===== config.mk =====
export PLATFORM = sky130hd
export DESIGN_NAME = agt_ctrl
export DESIGN_NICKNAME = d
export VERILOG_FILES = /design/src/hw/rtl/agt_pkg.sv /design/src/hw/rtl/agt_ctrl.sv
export SDC_FILE = /design/constraint.sdc
export NUM_CORES = 1
export LEC_CHECK = 0
export ABC_CLOCK_PERIOD_IN_PS = 1650
export BUFFER_PORTS_ARGS = -buffer_cell sky130_fd_sc_hd__buf_2
export CAP_MARGIN = 20
export CORE_AREA = 2 2 39 41
export CTS_CLUSTER_SIZE = 30
export DETAILED_ROUTE_END_ITERATION = 10
export DIE_AREA = 0 0 41 43
export PLACE_DENSITY_LB_ADDON = 0.08
export SYNTH_ARGS = -nofsm -noshare
export SYNTH_HDL_FRONTEND = slang
export SYNTH_SLANG_ARGS = --single-unit
export TNS_END_PERCENT = 50

===== constraint.sdc =====
create_clock -name clk -period 1.65 [get_ports clk]
set_input_delay 0.165 -clock clk [delete_from_list [all_inputs] [get_ports clk]]
set_output_delay 0.165 -clock clk [all_outputs]
set_load 0.02 [all_outputs]

===== src/hw/rtl/agt_pkg.sv =====
package agt_pkg;

	// Input command codes.
	localparam logic CMD_LOAD  = 1'b0;
	localparam logic CMD_TRACE = 1'b1;

	// Configuration register indexes.
	localparam int CFG_IDX_W = 1;
	localparam logic [CFG_IDX_W-1:0] REG_NUM_ROWS = 1'b0;
	localparam logic [CFG_IDX_W-1:0] REG_NUM_COLS = 1'b1;
	localparam int CFG_DATA_W = 8;
	localparam logic [CFG_DATA_W-1:0] DIM_RESET = 8'd128;

	// Coordinate widths: ports are 8 bits, a walk position can reach 256.
	localparam int COORD_W = 8;
	localparam int POS_W   = 9;
	localparam int CODE_W  = 3;
	localparam int SIDE_W  = 3;

	localparam logic [CODE_W-1:0] DIR_UP    = 3'd1;
	localparam logic [CODE_W-1:0] DIR_RIGHT = 3'd2;
	localparam logic [CODE_W-1:0] DIR_DOWN  = 3'd3;
	localparam logic [CODE_W-1:0] DIR_LEFT  = 3'd4;

	localparam logic [SIDE_W-1:0] SIDE_SOUTH = 3'd0;
	localparam logic [SIDE_W-1:0] SIDE_NORTH = 3'd1;
	localparam logic [SIDE_W-1:0] SIDE_WEST  = 3'd2;
	localparam logic [SIDE_W-1:0] SIDE_EAST  = 3'd3;
	localparam logic [SIDE_W-1:0] SIDE_LOOP  = 3'd4;

	// Commands from the controller to the datapath.
	typedef struct packed {
		logic clr;       // clearing pass: zero one entry of both memories
		logic load;      // store one cell code
		logic init;      // capture the start cell of a trace
		logic rd;        // read both memories at the current position
		logic step;      // write the mark at the position and follow its arrow
		logic mark_val;  // value of the mark written by a step
		logic emit;      // capture the exit side and raise done for one cycle
		logic restart;   // return to the start cell for the unmarking walk
	} agt_cmd_t;

	// Status from the datapath to the controller.
	typedef struct packed {
		logic clr_last;  // clearing pass is at its last entry
		logic in_grid;   // current position lies inside the configured grid
		logic vis;       // mark read at the current position
	} agt_status_t;

endpackage


===== src/hw/rtl/agt_ctrl.sv =====
module agt_ctrl (
	input  logic                 clk,
	input  logic                 arst_n,
	input  logic                 start,
	input  logic                 command,
	input  agt_pkg::agt_status_t st,
	output agt_pkg::agt_cmd_t    cmd,
	output logic                 busy
);

	typedef enum logic [3:0] {
		S_CLEAR = 4'b0001,
		S_IDLE  = 4'b0010,
		S_RD    = 4'b0100,
		S_EV    = 4'b1000
	} agt_state_t;

	agt_state_t state_q, state_nxt;
	logic first_q;
	logic undo_q;
	logic proceed;

	// The first cell of either walk is always taken; after that the marking walk
	// needs an unmarked cell and the unmarking walk needs a marked one.
	assign proceed = first_q || (st.in_grid && (st.vis == undo_q));
	assign busy = (state_q != S_IDLE);

	always_comb begin
		cmd = '0;
		state_nxt = state_q;
		case (state_q)
			S_CLEAR: begin
				cmd.clr = 1'b1;
				if (st.clr_last) begin
					state_nxt = S_IDLE;
				end
			end
			S_IDLE: begin
				if (start) begin
					if (command == agt_pkg::CMD_TRACE) begin
						cmd.init = 1'b1;
						state_nxt = S_RD;
					end else begin
						cmd.load = 1'b1;
					end
				end
			end
			S_RD: begin
				cmd.rd = 1'b1;
				state_nxt = S_EV;
			end
			S_EV: begin
				if (proceed) begin
					cmd.step = 1'b1;
					cmd.mark_val = !undo_q;
					state_nxt = S_RD;
				end else if (!undo_q) begin
					cmd.emit = 1'b1;
					cmd.restart = 1'b1;
					state_nxt = S_RD;
				end else begin
					state_nxt = S_IDLE;
				end
			end
			default: begin
				state_nxt = S_IDLE;
			end
		endcase
	end

	always_ff @(posedge clk or negedge arst_n) begin
		if (!arst_n) begin
			state_q <= S_CLEAR;
			first_q <= 1'b0;
			undo_q <= 1'b0;
		end else begin
			state_q <= state_nxt;
			if (cmd.init) begin
				first_q <= 1'b1;
				undo_q <= 1'b0;
			end else if (cmd.restart) begin
				first_q <= 1'b1;
				undo_q <= 1'b1;
			end else if (cmd.step) begin
				first_q <= 1'b0;
			end
		end
	end

endmodule


# ---- After elaboration in Yosys (flattened, before gate mapping)
# Index checks and enable logic that the tools add are counted.
dict set report op_classes {
  mux 21
  n_eq_ne 9
  reduce_logical 6
}
# operator n
set ops {}
lappend ops {{4-bit two-way mux} 4}
lappend ops {{4-bit case mux with 4 select lines} 1}
lappend ops {{2-bit two-way mux} 5}
lappend ops {{1-bit two-way mux} 9}
lappend ops {{3-bit two-way mux} 2}
lappend ops {{2-bit != test, second input constant} 3}
lappend ops {{4-bit by 1-bit == test with 1-bit output, second input constant} 1}
lappend ops {{4-bit by 2-bit == test with 1-bit output, second input constant} 1}
lappend ops {{4-bit by 3-bit == test with 1-bit output, second input constant} 1}
lappend ops {{4-bit == test, second input constant} 1}
lappend ops {{4-bit by 2-bit != test with 1-bit output, second input constant} 1}
lappend ops {{3-bit AND reduction} 1}
lappend ops {{3-bit nonzero test} 1}
lappend ops {{2-bit nonzero test} 1}
lappend ops {{1-bit == test} 1}
lappend ops {{1-bit logical AND} 1}
lappend ops {{1-bit logical NOT} 1}
lappend ops {{1-bit logical OR} 1}
dict set report word_totals {
  out_inout_bits 9
  regBits 6
}

# ---- Depth between registers and ports, before layout
# Gate-level depths: netlist of run 1.
dict set report depth {
  ltp_word 8
  ltp_mapped 5
  mapped_depth_nobuf 4
}

# ---- Least setup slack after synthesis of run 1
# OpenSTA, ideal clock, no wires.
dict set report synth_timing {
  path_type {register to output}
  from {register state_q[1]}
  to {output port cmd[1] (netlist bit)}
  slack_ns -0.111
  n_path_buf 2
  arrival_ns 1.596
  stages_incl_launch_ff 6
  cell_sequence {dfrtp_1 or4b_1 buf_2 nor2_1 and2_1 buf_4}
}
# element line_no
set synth_rtl {}
lappend synth_rtl {{start, declared} agt_ctrl.sv:18} ;# agt_state_t state_q, state_nxt;
lappend synth_rtl {{start signal, assigned} agt_ctrl.sv:77} ;# state_q <= state_nxt;
lappend synth_rtl {{end, declared} agt_ctrl.sv:7} ;# output agt_pkg::agt_cmd_t cmd,

==> results of run 1 <==
==> how the worst min path moves through the flow <==
stage,depth (start not counted),endpoint,slack (ns)
after global routing,2,state_q[0],0.07
after detailed placement,1,first_q,-0.01
after CTS,2,state_q[0],0.06
final,2,state_q[0],0.06
after floorplan,0,first_q,-0.13
after global placement,1,first_q,-0.01
==> worst max-delay path, stage by stage (launching register included) <==
cell      delay, ns
dfrtp_1        0.39
or4b_4         0.57
or2_4          0.26
clkinv_2       0.06
buf_6          0.10
==> cell usage in the layout (no fill, tap or decap) <==
cell / n
or2_4: 1
a221o_1: 1
a21o_1: 1
nor2b_1: 1
clkbuf_1: 1
buf_6: 3
o21ai_0: 1
o311ai_0: 1
nor4b_1: 2
or4b_4: 2
a31o_1: 1
and2b_1: 1
and2_4: 1
dfstp_2: 1
nor3b_2: 1
nor3_2: 1
buf_4: 9
nor4b_2: 1
clkinv_2: 1
a211oi_1: 1
nor2_1: 1
nor2_4: 1
buf_2: 9
o21a_1: 1
inv_1: 3
nor3b_1: 1
a21oi_1: 3
clkbuf_4: 3
dfrtp_1: 5
nand2_1: 3
xnor2_1: 1
dlygate4sd3_1: 1
==> report_power, final <==
group | switching (W) | leakage, nW | total, W | internal, W
logic | 0.000167 | 0.208 | 0.000338 | 0.000171
clock network | 0.0000490 | 0.0150 | 0.000140 | 0.0000913
registers | 0.0000397 | 0.0717 | 0.000224 | 0.000185
==> registers in the layout, summed over array words and instances, names as in the netlist <==
signal	count
state_q	4
first_q	1
undo_q	1
==> synth_stat cells, types with 2 or more instances <==
cell type,instances
a21oi_1,3
nor3b_1,2
inv_1,3
nand2_1,3
dfrtp_1,5
nor2_1,2
nor4b_1,3
==> cell type report <==
class,instances,area (µm²)
inverters,4,16.3
repair buffers,22,156
clock buffers,4,26.3
multi-input cells,28,226
fillers,142,787
flip-flops and latches,6,151
well taps,16,20.0
==> timing repair <==
item,in CTS,in global routing
hold buffers,1,0
resized for setup,9,6
setup endpoints to repair,6,8
pin swaps,3,1
buffers inserted,3,0
endpoints found under the hold margin,6,0
==> cell families (layout without fill, tap and decap cells) <==
group	count (synthesis)	after routing	share of synthesized area
AOI/OAI and AO/OA	10	10	0.186
xor gates and xnor gates	1	1	0.0233
buffers and inverters	6	30	0.0764
DFF	6	6	0.402
and+or+nand+nor	17	17	0.312
==> per-stage QoR <==
step	util	std cells	setup TNS (ns)	power, W	hold WS, ns
floorplan	-	40	-0.0739	0.000412	-0.131
global placement	0.353	72	0	0.000513	-0.0126
detailed placement	0.353	72	0	0.000519	-0.0116
CTS	0.415	80	-0.519	0.000702	0.0554
global route	0.431	80	-0.780	0.000748	0.0668
finish	0.431	80	-0.463	0.000703	0.0642
==> layer usage <==
metal,wire [µm],vias up,global-route usage
met4,0,0,0.100
met2,507,6,0.191
met5,0,-,0
met3,36,0,0.0157
li1,-,191,-
met1,328,184,0.103
==> results.md, run 1 <==
- Netlist Area Pre-Place: approximately 380 µm²
- IO Count: 16
- First-pass GRT wire length: roughly 1300 µm
- Unique masters post-synth: 26
- Clock slew at reported path FFs: 0.04 ns
- Maximum clock insertion buffer count: 2
- H-Tree Depth: 1
- Nets: 72
- Clock latency on the worst-skew pair: 0.24 ns
- CTS tree: built
- Die Ht: 43 µm
- Crit Path Category: register to primary output
- Leading area contributor after synthesis: dfrtp_1
- CTS root buffer: clkbuf_4
- RSZ-0062 raised after global routing: true
- Drt via density: 4.76
- Setup slack after placement: 0.0264 ns
- Critical R2R Capture: state_q[1]
- GRT Overall Usage: 0.111
- Initial Util: 0.272
- Largest net degree at the start of global routing: 9
- Row Count: 14
- Worst Path Arrival: roughly 1.6 ns
- IO Port Bufs: 15
- Fin area: 597 µm²
- Type of origin of the critical path: register
- Yosys warns: 0
- Die area: 1760 µm²
- Layout area overhead: 58.5%
- Ys flop type: dfrtp_1
- End of the critical path: cmd[5]
- Cells taking the most area after synthesis: dfrtp_1 33%, dfstp_2 7.0%, nor4b_1 7.0%
- DRC Markers: 0
- Synthesized instance count: 40
- Routability congestion estimate: roughly 0.76
- Number of DRC markers in iteration 0: 1
- Worst clock skew: 0.00796 ns
- Reg-to-reg startpoint: state_q[1]
- CP required: 1.48 ns
- Core Area: 1380 µm²
- DP Area: 488 µm²
- Die width: approximately 41 µm
- Wire per inst: 10.9 µm
- Fin. Hold Viols: 0
- Hold Startpoint: st[2]
- Fmax: ~0.56 GHz
- Final Setup Violations: 6
- DR pass1 iterations: 2
- PD cells: 1180 nW/µm²
- VDD IR max: approximately 0.53 mV
- Reg2Reg Depth: 4
- Max Cap Viol: 0
- CTS sink cnt: 6
- Worst Setup SP: state_q[3]
- Run status: finished, violations left
- Worst Setup End Kind: primary output
- Syn Area/Cell: around 9.4 µm²
- Synth top area share: 0.332
- Worst min path class: input pin to register
- Dpl hpwl: 639 µm
- Fin worst setup slack: -0.126 ns
- Initial antenna violation count: 0
- Post-synthesis async set-or-reset flop share: 1.00
- CP Max Fanout: 4
- Post-synthesis register bit count: 6
- Num CTS Buffers: 3
- Reg2Reg Setup Slack: 0.03 ns
- Minimum clock period: 1.78 ns
- Sequential fraction of the synthesis area: 0.402
- Failing checks: negative setup slack
- Via count: roughly 380
- Aggregate routed wire length: 872 µm
- Post-route ant nets: 0
- Slew @ Worst Pin: 0.292 ns
- Diode count: 0
- Congestion Overflow GR: 0
- Number of synthesized flops with an enable pin: 0
- Share of cells above drive strength 1: 0.531
- Final period util: 1.08
- Syn nets: 47
- Fin. max-slew vios: 0
- Number of global-route vias before repair: 362
- Slew margin rel.: 0.803
- Leak: 0.295 nW
Note: power is estimated with default switching activity, not from simulation.
==> inputs of run 2 (changes only) <==
Settings changed: TNS_END_PERCENT 50 to 1.
==> run 2 against run 1 <==
  * Design area decreased by 1.5%
  * Clock power hardly changed
  * The run still ends with negative setup slack left
  * Largest cell class unchanged
  * First-iteration DRC count stayed put
  * Worst setup slack hardly changed
  * Critical path depth unchanged
  * Sequential cell count did not move
  * Core utilization is 0.63 points lower
==> results.md, run 2 (synthesis gave the netlist of run 1 again) <==
- Run status: finished, violations left (unchanged)
- Failing checks: negative setup slack (unchanged)
- DR pass1 iterations: 2 (unchanged)
- Initial Util: 0.272 (unchanged)
- Hold Startpoint: st[2] (unchanged)
- Nets: 72 (unchanged)
- Final Setup Violations: 6 (unchanged)
- Largest register FFs: 4 (unchanged)
- Slew margin rel.: 0.803 (about the same)
- Wire per inst: 10.8 µm (was 10.9 µm)
- Worst Path Arrival: 1.61 ns (about the same)
- Die Ht: 43 µm (unchanged)
- Top flop regs: state_q (4), first_q (1), undo_q (1) (unchanged)
- VDD IR max: 0.533 mV (about the same)
- First-pass GRT wire length: 1260 µm (unchanged)
- Die area: 1760 µm² (unchanged)
- Multi-input logic area: 225 µm² (was 226 µm²)
- CTS tree: built (unchanged)
- Diode count: 0 (unchanged)
- Via count: 375 (was 381)
- Most frequent cells in the layout: 11 x buf_4, 9 x buf_2, 5 x dfrtp_1 (was 9 x buf_2, 9 x buf_4, 5 x dfrtp_1)
- Congestion Overflow GR: 0 (unchanged)
- H-Tree Depth: 1 (unchanged)
- Core Area: 1380 µm² (unchanged)
- Commonest non-fill, non-tap cell in the layout: buf_4
- Fmax: 0.563 GHz (about the same)
- Layout area overhead: 56.1% (was 58.5%)
- Drt via density: 4.69 (was 4.76)
- RSZ-0062 raised after global routing: true (unchanged)
- Number of DRC markers in iteration 0: 1 (unchanged)
- CP Max Fanout: 4 (unchanged)
- Max Cap Viol: 0 (unchanged)
- Routability congestion estimate: 0.757 (unchanged)
- Storage element area: 151 µm² (unchanged)
- Maximum clock insertion buffer count: 2 (unchanged)
- PD cells: 1190 nW/µm² (was 1180 nW/µm²)
- Crit Path Category: register to primary output (unchanged)
- Row Count: 14 (unchanged)
- Initial antenna violation count: 0 (unchanged)
- Worst clock skew: 0.00796 ns (unchanged)
- IO Count: 16 (unchanged)
- Most flop-heavy register: state_q (unchanged)
- Overall power: 0.000702 W (was 0.000703 W)
- Setup slack after placement: 0.0264 ns (unchanged)
- Die width: 41 µm (unchanged)
- GRT Overall Usage: 0.111 (unchanged)
- Fin. Hold Viols: 0 (unchanged)
- CTS root buffer: clkbuf_4 (unchanged)
- Fin. max-slew vios: 0 (unchanged)
- Minimum clock period: 1.78 ns (about the same)
- IO Port Bufs: 15 (unchanged)
- Number of global-route vias before repair: 362 (unchanged)
- Final period util: 1.08 (about the same)
- Clock latency on the worst-skew pair: 0.24 ns (about the same)
- CTS sink cnt: 6 (unchanged)
- Worst min path class: input pin to register (unchanged)
- Aggregate routed wire length: 863 µm (was 872 µm)
- Largest net degree at the start of global routing: 9 (unchanged)
- Filler cells: 138 (was 142)
- Reg-to-reg startpoint: state_q[1] (unchanged)
- Num CTS Buffers: 3 (unchanged)
- Clock slew at reported path FFs: 0.04 ns (about the same)
- Type of origin of the critical path: register (unchanged)
- Worst Setup End Kind: primary output (unchanged)
- Dpl hpwl: 639 µm (unchanged)
- CP required: 1.48 ns (about the same)
- Post-route ant nets: 0 (unchanged)
- Slew @ Worst Pin: 0.292 ns (about the same)
- Fin worst setup slack: -0.125 ns (was -0.126 ns)
- Worst Setup SP: state_q[3] (unchanged)
- DRC Markers: 0 (unchanged)
- Share of cells above drive strength 1: 0.531 (unchanged)
- Leak: 0.293 nW (was 0.295 nW)
run 2: changes by cell type in the layout (fill, tap and decap cells not counted):
cell    delta
buf_6      -2
and2_4     -1
and2_2     +1
buf_4      +2
run 2: power breakdown:
| group | switching (W) | internal (W) | total, W |
|---|---|---|---|
| combinational | 0.000166 | 0.000171 | 0.000337 |
| clock | 0.0000490 | 0.0000913 | 0.000140 |
| sequential | 0.0000398 | 0.000185 | 0.000225 |
run 2: final timing paths:
check | endpoint | slack [ns] | cells after the start
setup / recovery | cmd[5] | -0.13 | 4
hold / removal | state_q[0] | 0.06 | 2
setup reg to reg | state_q[1] | 0.03 | 4
hold reg to reg | state_q[3] | 0.60 | 2
max in group asynchronous | state_q[0] | 1.16 | 2
min in group asynchronous | first_q | 0.26 | 2
run 2: metrics by stage:
stage                     std cells  hold slack, ns   util  cell area (µm²)  setup TNS, ns
after global routing             80          0.0668  0.425              588         -0.807
after floorplan                  40          -0.131      -              383        -0.0739
after detailed placement         72         -0.0116  0.353              488              0
after CTS                        80          0.0554  0.415              574         -0.519
final                            80          0.0642  0.425              588         -0.469
after global placement           72         -0.0126  0.353              488              0
run 2: final cells by class:
type,instances,area share
Clock buffer,4,0.0447
Inverter,4,0.0277
Multi-Input combinational cell,28,0.383
Sequential cell,6,0.257
Tap cell,16,0.0340
Timing Repair Buffer,22,0.253
run 2: what timing repair did:
item                                   4_1_cts  5_1_grt
hold buffers                                 1        0
endpoints found under the hold margin        6        0
gates resized for setup                      9        3
pin swaps                                    3        1
setup endpoints to repair                    6        8
buffers inserted                             3        0
run 2: per-layer routing:
metal  GRT usage  wire [µm]
met1       0.103        331
met2       0.191        495
met3      0.0157         36
met4       0.100          0
met5           0          0
run 2: worst max-delay path: stages, from the launching register on:
cell and delay (ns):
dfrtp_1 0.39, or4b_4 0.57, or2_4 0.25, clkinv_2 0.06, buf_6 0.10
==> inputs of run 3 (changes only) <==
Settings changed: ABC_CLOCK_PERIOD_IN_PS 1650 to 1600, GPL_ROUTABILITY_DRIVEN from default to 1, PLACE_DENSITY from default to 0.61, PLACE_DENSITY_LB_ADDON 0.08 to default.
Clock period 1.65 ns to 1.6 ns, I/O delays scaled along.
==> run 3 against run 2 <==
  * The run still ends with negative setup slack left
  * Count of clock-buffer cells in the layout did not move
  * Design area rose by 11%
  * Critical path depth did not move
  * Global-route usage rose by 1.1 points
  * Critical path type unchanged
  * Die area did not move
  * Sequential cell count did not move
  * Clock skew fell by 0.0017 ns
==> results.md, run 3 (synthesis gave the netlist of run 1 again) <==
- Sw Pwr: 0.000293 W (was 0.000255 W)
- VDD IR max: 0.509 mV (was 0.533 mV)
- Aggregate routed wire length: 964 µm (was 863 µm)
- CTS tree: built (unchanged)
- IO Count: 16 (unchanged)
- Worst Setup SP: state_q[2] (was state_q[3])
- Commonest non-fill, non-tap cell in the layout: buf_4 (unchanged)
- Top flop regs: state_q (4), first_q (1), undo_q (1) (unchanged)
- CTS root buffer: clkbuf_4 (unchanged)
- CP Max Fanout: 3 (was 4)
- Drt via density: 4.88 (was 4.69)
- Worst min path class: input pin to register (unchanged)
- Crit-path slowest cell: or4b_4 (unchanged)
- DP Area: 510 µm² (was 488 µm²)
- Minimum clock period: 1.77 ns
- Number of global-route vias before repair: 366 (was 362)
- CTS sink cnt: 6 (unchanged)
- Hold Startpoint: st[2] (unchanged)
- DRC Markers: 0 (unchanged)
- Final period util: 1.10
- Dpl hpwl: 643 µm (was 639 µm)
- Die area: 1760 µm² (unchanged)
- Fin. max-slew vios: 0 (unchanged)
- Num CTS Buffers: 3 (unchanged)
- PD cells: 1210 nW/µm² (was 1190 nW/µm²)
- IO Port Bufs: 15 (unchanged)
- Dpl cells: 75 (was 72)
- Leak: 0.315 nW (was 0.293 nW)
- Largest net degree at the start of global routing: 7 (was 9)
- Worst clock skew: 0.00626 ns (was 0.00796 ns)
- Post-route ant nets: 0 (unchanged)
- Max Cap Viol: 0 (unchanged)
- Met2 GRT Util: 0.209 (was 0.191)
- Worst Setup End Kind: primary output (unchanged)
- H-Tree Depth: 1 (unchanged)
- Post-route non-filler standard cell count: 83 (was 80)
- Critical path's largest stage delay: 0.55 ns (was 0.57 ns)
- Most frequent cells in the layout: 12 x buf_4, 7 x buf_2, 5 x dfrtp_1, 5 x buf_6 (was 11 x buf_4, 9 x buf_2, 5 x dfrtp_1)
- Row Count: 14 (unchanged)
- Worst Path Arrival: 1.61 ns (about the same)
- Initial Util: 0.272 (unchanged)
- Congestion Overflow GR: 0 (unchanged)
- CP required: 1.44 ns (was 1.48 ns)
- Largest register FFs: 4 (unchanged)
- Initial antenna violation count: 0 (unchanged)
- Int Pwr: 0.000498 W (was 0.000447 W)
- Reg-to-reg startpoint: state_q[2] (was state_q[1])
- Wire per inst: 11.6 µm (was 10.8 µm)
- CP delay by family, top: simple AND/OR/NAND/NOR gates (unchanged)
- Number of DRC markers in iteration 0: 2 (was 1)
- Type of origin of the critical path: register (unchanged)
- Fin area: 652 µm² (was 588 µm²)
- Fin. Hold Viols: 0 (unchanged)
- Clock latency on the worst-skew pair: 0.24 ns (about the same)
- GR Util met3: 0.0628 (was 0.0157)
- Gate power share: 0.518 (was 0.480)
- Sw Ratio: 0.370 (was 0.364)
- Part of the power in the clock network: 0.191 (was 0.200)
- Nets: 75 (was 72)
- Most flop-heavy register: state_q (unchanged)
- GRT Overall Usage: 0.123 (was 0.111)
- GR Layer Usage met1: 0.119 (was 0.103)
- Overall power: 0.000791 W (was 0.000702 W)
- Core Area: 1380 µm² (unchanged)
- Fmax: ~0.57 GHz
- First-pass GRT wire length: 1410 µm (was 1260 µm)
- RSZ-0062 raised after global routing: true (unchanged)
- Busiest grt layer: met2 (unchanged)
- Share of cells above drive strength 1: 0.567 (was 0.531)
- Die width: 41 µm (unchanged)
- Seq pwr share: 0.291 (was 0.320)
- Via count: 405 (was 375)
- Die Ht: 43 µm (unchanged)
- Failing checks: negative setup slack (unchanged)
- Slew @ Worst Pin: 0.292 ns (about the same)
- DR pass1 iterations: 3 (was 2)
- Setup slack after placement: 0.0194 ns (was 0.0264 ns)
- Fin worst setup slack: -0.166 ns (was -0.125 ns)
- Buf+Inv Stages, Crit Path: 2 (unchanged)
- Diode count: 0 (unchanged)
- Layout area overhead: 73.1% (was 56.1%)
- Maximum clock insertion buffer count: 2 (unchanged)
- Run status: finished, violations left (unchanged)
- Clock slew at reported path FFs: 0.05 ns (was 0.04 ns)
- Crit Path Category: register to primary output (unchanged)
- Final Setup Violations: 7 (was 6)
- Critical Path, Cell by Cell: or4b_4, or2_4, clkinv_4, buf_6 (was or4b_4, or2_4, clkinv_2, buf_6)
- Routability congestion estimate: 0.728 (was 0.757)
- Slew margin rel.: 0.803 (about the same)
## run 3: cell count changes in the layout (fill, tap and decap cells not counted), sizes merged
cell  previous run  this run
buf             21        24
## run 3: layout make-up
class / instances / area, µm²
flip-flops and latches: 6 / 151
multi-input cells: 28 / 243
inverters: 4 / 20.0
well taps: 16 / 20.0
clock buffers: 4 / 26.3
repair buffers: 25 / 191
fillers: 154 / 732
## run 3: metrics by stage
step | utilization | TNS, ns | hold WS [ns]
final | 0.471 | -0.790 | 0.0496
after global routing | 0.471 | -1.20 | 0.0510
after CTS | 0.442 | -0.829 | 0.0447
after detailed placement | 0.369 | 0 | -0.0135
after global placement | 0.369 | 0 | -0.0163
after floorplan | - | -0.177 | -0.136
## run 3: worst paths after layout
path	end	slack [ns]	cells past startpoint
max	cmd[5]	-0.17	4
min	state_q[0]	0.05	2
max reg2reg	undo_q	0.04	4
min reg2reg	state_q[3]	0.61	2
max in group asynchronous	state_q[0]	1.11	2
min in group asynchronous	state_q[2]	0.26	2
## run 3: power by group through the flow
stage	combinational, W	sequential (W)	clock, W
2_1_floorplan	0.000191	0.000233	0
3_3_place_gp	0.000328	0.000225	0
3_5_place_dp	0.000329	0.000228	0
4_1_cts	0.000391	0.000227	0.000158
5_1_grt	0.000441	0.000235	0.000172
6_report	0.000410	0.000230	0.000151
## run 3: what timing repair did
item                                   CTS  global route
buffers inserted                         3             0
hold buffers                             1             0
setup endpoints to repair                7             8
endpoints found under the hold margin    6             0
cloned                                   0             0
resized for setup                       13            10
pin swaps                                3             3
## run 3: layer usage
| metal | vias to the layer above | part of all wire |
|---|---|---|
| li1 | 199 | - |
| met1 | 192 | 0.37 |
| met2 | 14 | 0.56 |
| met3 | 0 | 0.064 |
| met4 | 0 | 0 |
| met5 | - | 0 |
